$ cat config.mk
export PLATFORM = sky130hd
export DESIGN_NAME = epnb_front
export DESIGN_NICKNAME = d
export VERILOG_FILES = /design/src/rtl/extreme_pixel_neighbour_blanking_macros.svh /design/src/rtl/epnb_pkg.sv /design/src/rtl/epnb_front.sv
export SDC_FILE = /design/constraint.sdc
export NUM_CORES = 1
export LEC_CHECK = 0
export CAP_MARGIN = 20
export CORE_MARGIN = 2
export CORE_UTILIZATION = 24
export DETAILED_ROUTE_END_ITERATION = 7
export DONT_BUFFER_PORTS = 1
export SLEW_MARGIN = 20
export SYNTH_ARGS = -nofsm -noshare
export SYNTH_HDL_FRONTEND = slang
export SYNTH_SLANG_ARGS = --single-unit
$ cat constraint.sdc
create_clock -name clk -period 8 [get_ports clk]
set_input_delay 1.2 -clock clk [delete_from_list [all_inputs] [get_ports clk]]
set_output_delay 1.2 -clock clk [all_outputs]
set_load 0.005 [all_outputs]
$ cat src/rtl/extreme_pixel_neighbour_blanking_macros.svh
// assertion macros for the blanking block
`ifndef EXTREME_PIXEL_NEIGHBOUR_BLANKING_MACROS_SVH
`define EXTREME_PIXEL_NEIGHBOUR_BLANKING_MACROS_SVH

`define EPNB_ASSERT_IMPL(lbl, clk_s, rst_s, ante, cons, msg) \
  lbl: assert property (@(posedge clk_s) disable iff (rst_s) (ante) |-> (cons)) \
    else $error(msg);

`define EPNB_ASSERT_NEXT(lbl, clk_s, rst_s, ante, cons, msg) \
  lbl: assert property (@(posedge clk_s) disable iff (rst_s) (ante) |=> (cons)) \
    else $error(msg);

`endif

$ cat src/rtl/epnb_pkg.sv
package epnb_pkg;

  localparam int DEF_MAX_WIDTH  = 64;
  localparam int DEF_MAX_HEIGHT = 64;
  localparam int SUM_W = 20;

  localparam logic [6:0] RESET_WIDTH  = 7'd10;
  localparam logic [6:0] RESET_HEIGHT = 7'd10;
  localparam logic [7:0] RESET_TARGET = 8'd100;

  localparam logic OP_LOAD = 1'b0;
  localparam logic OP_READ = 1'b1;

  localparam logic [1:0] REG_WIDTH  = 2'd0;
  localparam logic [1:0] REG_HEIGHT = 2'd1;
  localparam logic [1:0] REG_TARGET = 2'd2;

  typedef struct packed {
    logic       operation;
    logic [7:0] pixel_in;
  } in_item_t;

  typedef struct packed {
    logic [7:0] pixel_out;
    logic [7:0] inverted_out;
    logic [7:0] frame_average;
    logic       last;
  } out_item_t;

endpackage

$ cat src/rtl/epnb_front.sv
// front: loads go to the frame store, reads are checked and queued as jobs
module epnb_front import epnb_pkg::*; #(
  parameter int MAX_WIDTH  = DEF_MAX_WIDTH,
  parameter int MAX_HEIGHT = DEF_MAX_HEIGHT,
  localparam int DEPTH = MAX_WIDTH * MAX_HEIGHT,
  localparam int AW = (DEPTH > 1) ? $clog2(DEPTH) : 1,
  localparam int CW = $clog2(DEPTH + 1),
  localparam int WW = $clog2(MAX_WIDTH + 1),
  localparam int HW = $clog2(MAX_HEIGHT + 1)
) (
  input  logic           clk,
  input  logic           rst,
  input  logic           push,
  output logic           full,
  input  in_item_t       item,
  input  logic [WW-1:0]  eff_w,
  input  logic [HW-1:0]  eff_h,
  input  logic [CW-1:0]  total,
  output logic           wr_en,
  output logic [AW-1:0]  wr_addr,
  output logic [7:0]     wr_data,
  output logic [7:0]     run_max,
  output logic [7:0]     run_min,
  output logic           job_valid,
  input  logic           job_ready,
  output logic [CW-1:0]  job_idx,
  output logic           job_last,
  input  logic           frame_done
);
  logic [CW-1:0] load_index;
  logic [CW-1:0] read_index;
  logic          pend;
  logic          acc;
  logic          ld_ok;

  // one job in flight at a time; back end reports each result taken
  assign full  = job_valid || pend;
  assign acc   = push && !full;
  assign ld_ok = (load_index < total);

  assign wr_en   = acc && item.operation == OP_LOAD && ld_ok;
  assign wr_addr = load_index[AW-1:0];
  assign wr_data = item.pixel_in;

  always_ff @(posedge clk) begin
    if (rst) begin
      load_index <= '0;
      read_index <= '0;
      run_max    <= 8'd0;
      run_min    <= 8'd255;
      job_valid  <= 1'b0;
      pend       <= 1'b0;
    end else begin
      if (frame_done) begin
        pend <= 1'b0;
      end
      if (job_valid && job_ready) begin
        job_valid <= 1'b0;
        pend      <= 1'b1;
      end
      if (frame_done && job_last) begin
        load_index <= '0;
        read_index <= '0;
        run_max    <= 8'd0;
        run_min    <= 8'd255;
      end else if (frame_done) begin
        read_index <= read_index + 1'b1;
      end
      if (wr_en) begin
        load_index <= load_index + 1'b1;
        if (item.pixel_in > run_max) run_max <= item.pixel_in;
        if (item.pixel_in < run_min) run_min <= item.pixel_in;
      end else if (acc && item.operation == OP_READ && !ld_ok) begin
        if (read_index >= total) begin
          load_index <= '0;
          read_index <= '0;
          run_max    <= 8'd0;
          run_min    <= 8'd255;
        end else begin
          job_valid <= 1'b1;
          job_idx   <= read_index;
          job_last  <= (read_index + 1'b1 >= total);
        end
      end
    end
  end

  logic unused_sz;
  assign unused_sz = ^{eff_w, eff_h};
endmodule

==> results by group <==
Status
  • Status: finished, final reports clean

Routing
  • Drt drc: 0
  • First-pass detailed-route iteration total: 4
  • Vias: 3397
  • Vias per inst: approximately 5
  • Antenna Nets Post-Route: 0
  • DR WL/cell: about 17 um
  • Routed WL: 11200 um
  • Iter 0 DRT Violations: about 150

GRT
  • GRT Max-Usage Layer: met2
  • GRT overflow: 0
  • Global-route wire length before repair: 17700 um
  • Via count of the first global-routing pass: 3295
  • Met2 Use GR: a little over a fifth
  • Largest net degree at the start of global routing: 38
  • Met1 usage: approximately 15%
  • Global-route track usage on met3: about 5%
  • Initial antenna violation count: 0
  • Total track usage: 12.6%

Critical path
  • CP max stage cell: clkinv_2
  • Crit-path cells: inv_1, ha_1, nand2_1, nor2_1, o2111a_1, or2_1, clkinv_2
  • Crit. End Element: output pin
  • Worst EP required: ~7 ns
  • Reg2Reg Depth: 8
  • Crit-path max cell delay: about 0.50 ns
  • Critical Path End: wr_en
  • R2R Path End: run_max[6]$_SDFF_PP0_
  • Reg2reg setup slack: 5.04 ns
  • Critical path class: in -> out
  • Origin of the worst setup path: total[12]
  • Critical Path Fanout Max: 33
  • Crit Reg-Reg Startpoint: load_index[6]$_SDFF_PP0_
  • Crit path launch type: input port
  • Critical Path AT: approximately 3.1 ns

CTS
  • Clock Sinks: a little under 60
  • Clock slew at reported path FFs: ~0.06 ns
  • Post CTS Setup Buffer Count: 0
  • CTS resizes: 0
  • Deepest clock path buffer count: 2
  • Root Driver: clkbuf_16
  • CTS Hold Buffers Added: 0
  • CTS tree: done
  • Worst-Skew Late Latency: ~0.34 ns
  • Num CTS Buffers: 9
  • Clock H-tree levels: 3

Cells and area
  • Commonest non-fill, non-tap cell in the layout: ha_1
  • Share of layout cells above drive strength 1: 4.48%
  • Final net count: roughly 540
  • Syn-to-layout area delta: 8.22%
  • Fillers: around 1800
  • Final Non-Filler Cells: approximately 670
  • Commonest cells after routing, fill and taps aside: 55 x ha_1, 44 x dfxtp_1, 34 x inv_1, 33 x a21oi_1, 26 x nand2_1
  • Layout Utilization: between 20% and 30%
  • Antenna diodes: 0

Synthesis
  • Yosys warning count: 0
  • Mapped Nets: between 500 and 600
  • Synthesized area: a little over 0.004 mm^2
  • Synth async-reset ratio: 0%
  • Register bit count reported by yosys: 58
  • Sequential area share after synthesis: 31.5%
  • Syn Inst Count: 466
  • Post-synthesis cell type count: between 50 and 60
  • Post-synth EDFFs: 14
  • Top_reg_cell synth: dfxtp_1
  • Syn Area/Cell: 8.85 um^2

Die
  • Die Area: about 0.018 mm^2
  • Cell Rows: 47
  • Chip Width: roughly 140 um
  • Die H: ~140 um
  • Core area: around 0.017 mm^2
  • Number of I/O pins: 94
  • Starting density of the core: 24.7%

Placement
  • HPWL Detailed: around 8300 um
  • I/O Buffers: 0
  • Placed insts: between 600 and 700
  • GPL Wtd Cong: 0.847

Timing
  • Max Clock Skew: around 0.01 ns
  • Rel. slew slack: around 44%
  • Final Cycle Share: ~54%
  • Setup-failing EPs final: 0
  • Actual slew at the worst max-slew pin: 0.832 ns
  • Max Slew Vio Count: 0
  • Setup TNS Final: 0 ns
  • Unrepaired setup endpoints after global routing: no
  • Fin Hold WS: between 0.4 and 0.5 ns
  • Final Hold Viols: 0
  • Crit path time final: approximately 4.3 ns
  • Fmax: 230 MHz

Power and ir drop
  • Design Power: 752 uW
  • Max VDD drop: between 0.0001 and 0.00015 V
  • Pwr dens: 168 mW/mm^2
  • Lkg Pwr: 1.89 nW

Flow run
  • Max-Cap Viols: 0

Hold path
  • Hold Crit Class: reg -> reg
==> worst min-delay path by stage <==
stage,end,cells past startpoint,start,slack (ns)
finish,pend$_SDFFE_PP0P_,2,pend$_SDFFE_PP0P_,0.48
global route,pend$_SDFFE_PP0P_,2,pend$_SDFFE_PP0P_,0.53
CTS,pend$_SDFFE_PP0P_,2,pend$_SDFFE_PP0P_,0.48
detailed placement,pend$_SDFFE_PP0P_,2,pend$_SDFFE_PP0P_,0.47
global placement,pend$_SDFFE_PP0P_,2,pend$_SDFFE_PP0P_,0.46
floorplan,job_idx[6]$_DFFE_PP_,0,read_index[6]$_SDFF_PP0_,0.43
==> registers in the layout (all words and copies together) (netlist names) <==
register    count
job_valid       1
read_index     13
pend            1
job_last        1
run_max         8
job_idx        13
run_min         8
load_index     13
==> synthesized netlist by cell type (8+ instances only) <==
library cell  number  area share (%)
ha_1              55              17
dfxtp_1           44              21
inv_1             34             3.1
a21oi_1           33             4.0
nand2_1           26             2.4
nor2_1            23             2.1
buf_4             20             3.6
a21o_1            17             3.1
nand3_1           16             1.9
a211oi_1          15             2.7
clkbuf_1          14             1.3
edfxtp_1          14              10
o21ai_0           14             1.7
nand4_1           13             2.0
nor3_1            12             1.5
o21a_1            12             2.2
o2111ai_1          9             1.9
and3_1             8             1.2
mux2i_1            8             1.9
xor2_1             8             1.7
==> layout make-up <==
| class | instances | area (um^2) | area share, % |
|---|---|---|---|
| clock inverter | 5 | 46.3 | 1.04 |
| tap | 220 | 275 | 6.17 |
| timing repair buffer | 3 | 22.5 | 0.504 |
| inverter | 35 | 133 | 2.97 |
| clock buffer | 11 | 233 | 5.21 |
| sequential | 58 | 1300 | 29.1 |
| multi-input combinational | 334 | 2450 | 55.0 |
==> kinds of logic after synthesis <==
family                   after synthesis  share of synthesized area [%]
multiplexers                           8                           1.94
buffers and inverters                 74                           9.04
AND/OR/NAND/NOR                      124                           15.2
XOR/XNOR                              15                           3.18
adder cells (fa/ha/maj)               55                           16.7
AO/OA/AOI/OAI                        132                           22.4
flip-flops                            58                           31.5
==> where the power goes <==
| group | switching [mW] | internal, mW | total, mW |
|---|---|---|---|
| combinational | 0.0396 | 0.0293 | 0.0689 |
| clock | 0.135 | 0.237 | 0.372 |
| sequential | 0.00669 | 0.305 | 0.311 |
| total | 0.181 | 0.571 | 0.752 |
==> per-stage QoR <==
| stage | instance area [um^2] | setup slack [ns] |
|---|---|---|
| 2_1_floorplan | 4130 | 4.01 |
| 3_3_place_gp | 4180 | 3.71 |
| 3_5_place_dp | 4180 | 3.66 |
| 4_1_cts | 4450 | 3.65 |
| 5_1_grt | 4460 | 3.48 |
| 6_report | 4460 | 3.66 |
==> metal layers <==
layer / up-vias / wire length, um / part of all wire (%)
li1: 1653 / - / -
met1: 1609 / 4800 / 43
met2: 117 / 5300 / 47
met3: 18 / 899 / 8.0
met4: 0 / 192 / 1.7
met5: - / 0 / 0
==> critical path: cells and delay by family <==
kind	cells	cell delay, ns
simple gates	3	0.70
buf+inv	2	0.56
compound gates	1	0.36
fa+ha+maj	1	0.32
Note: power is estimated with default switching activity, not from simulation.
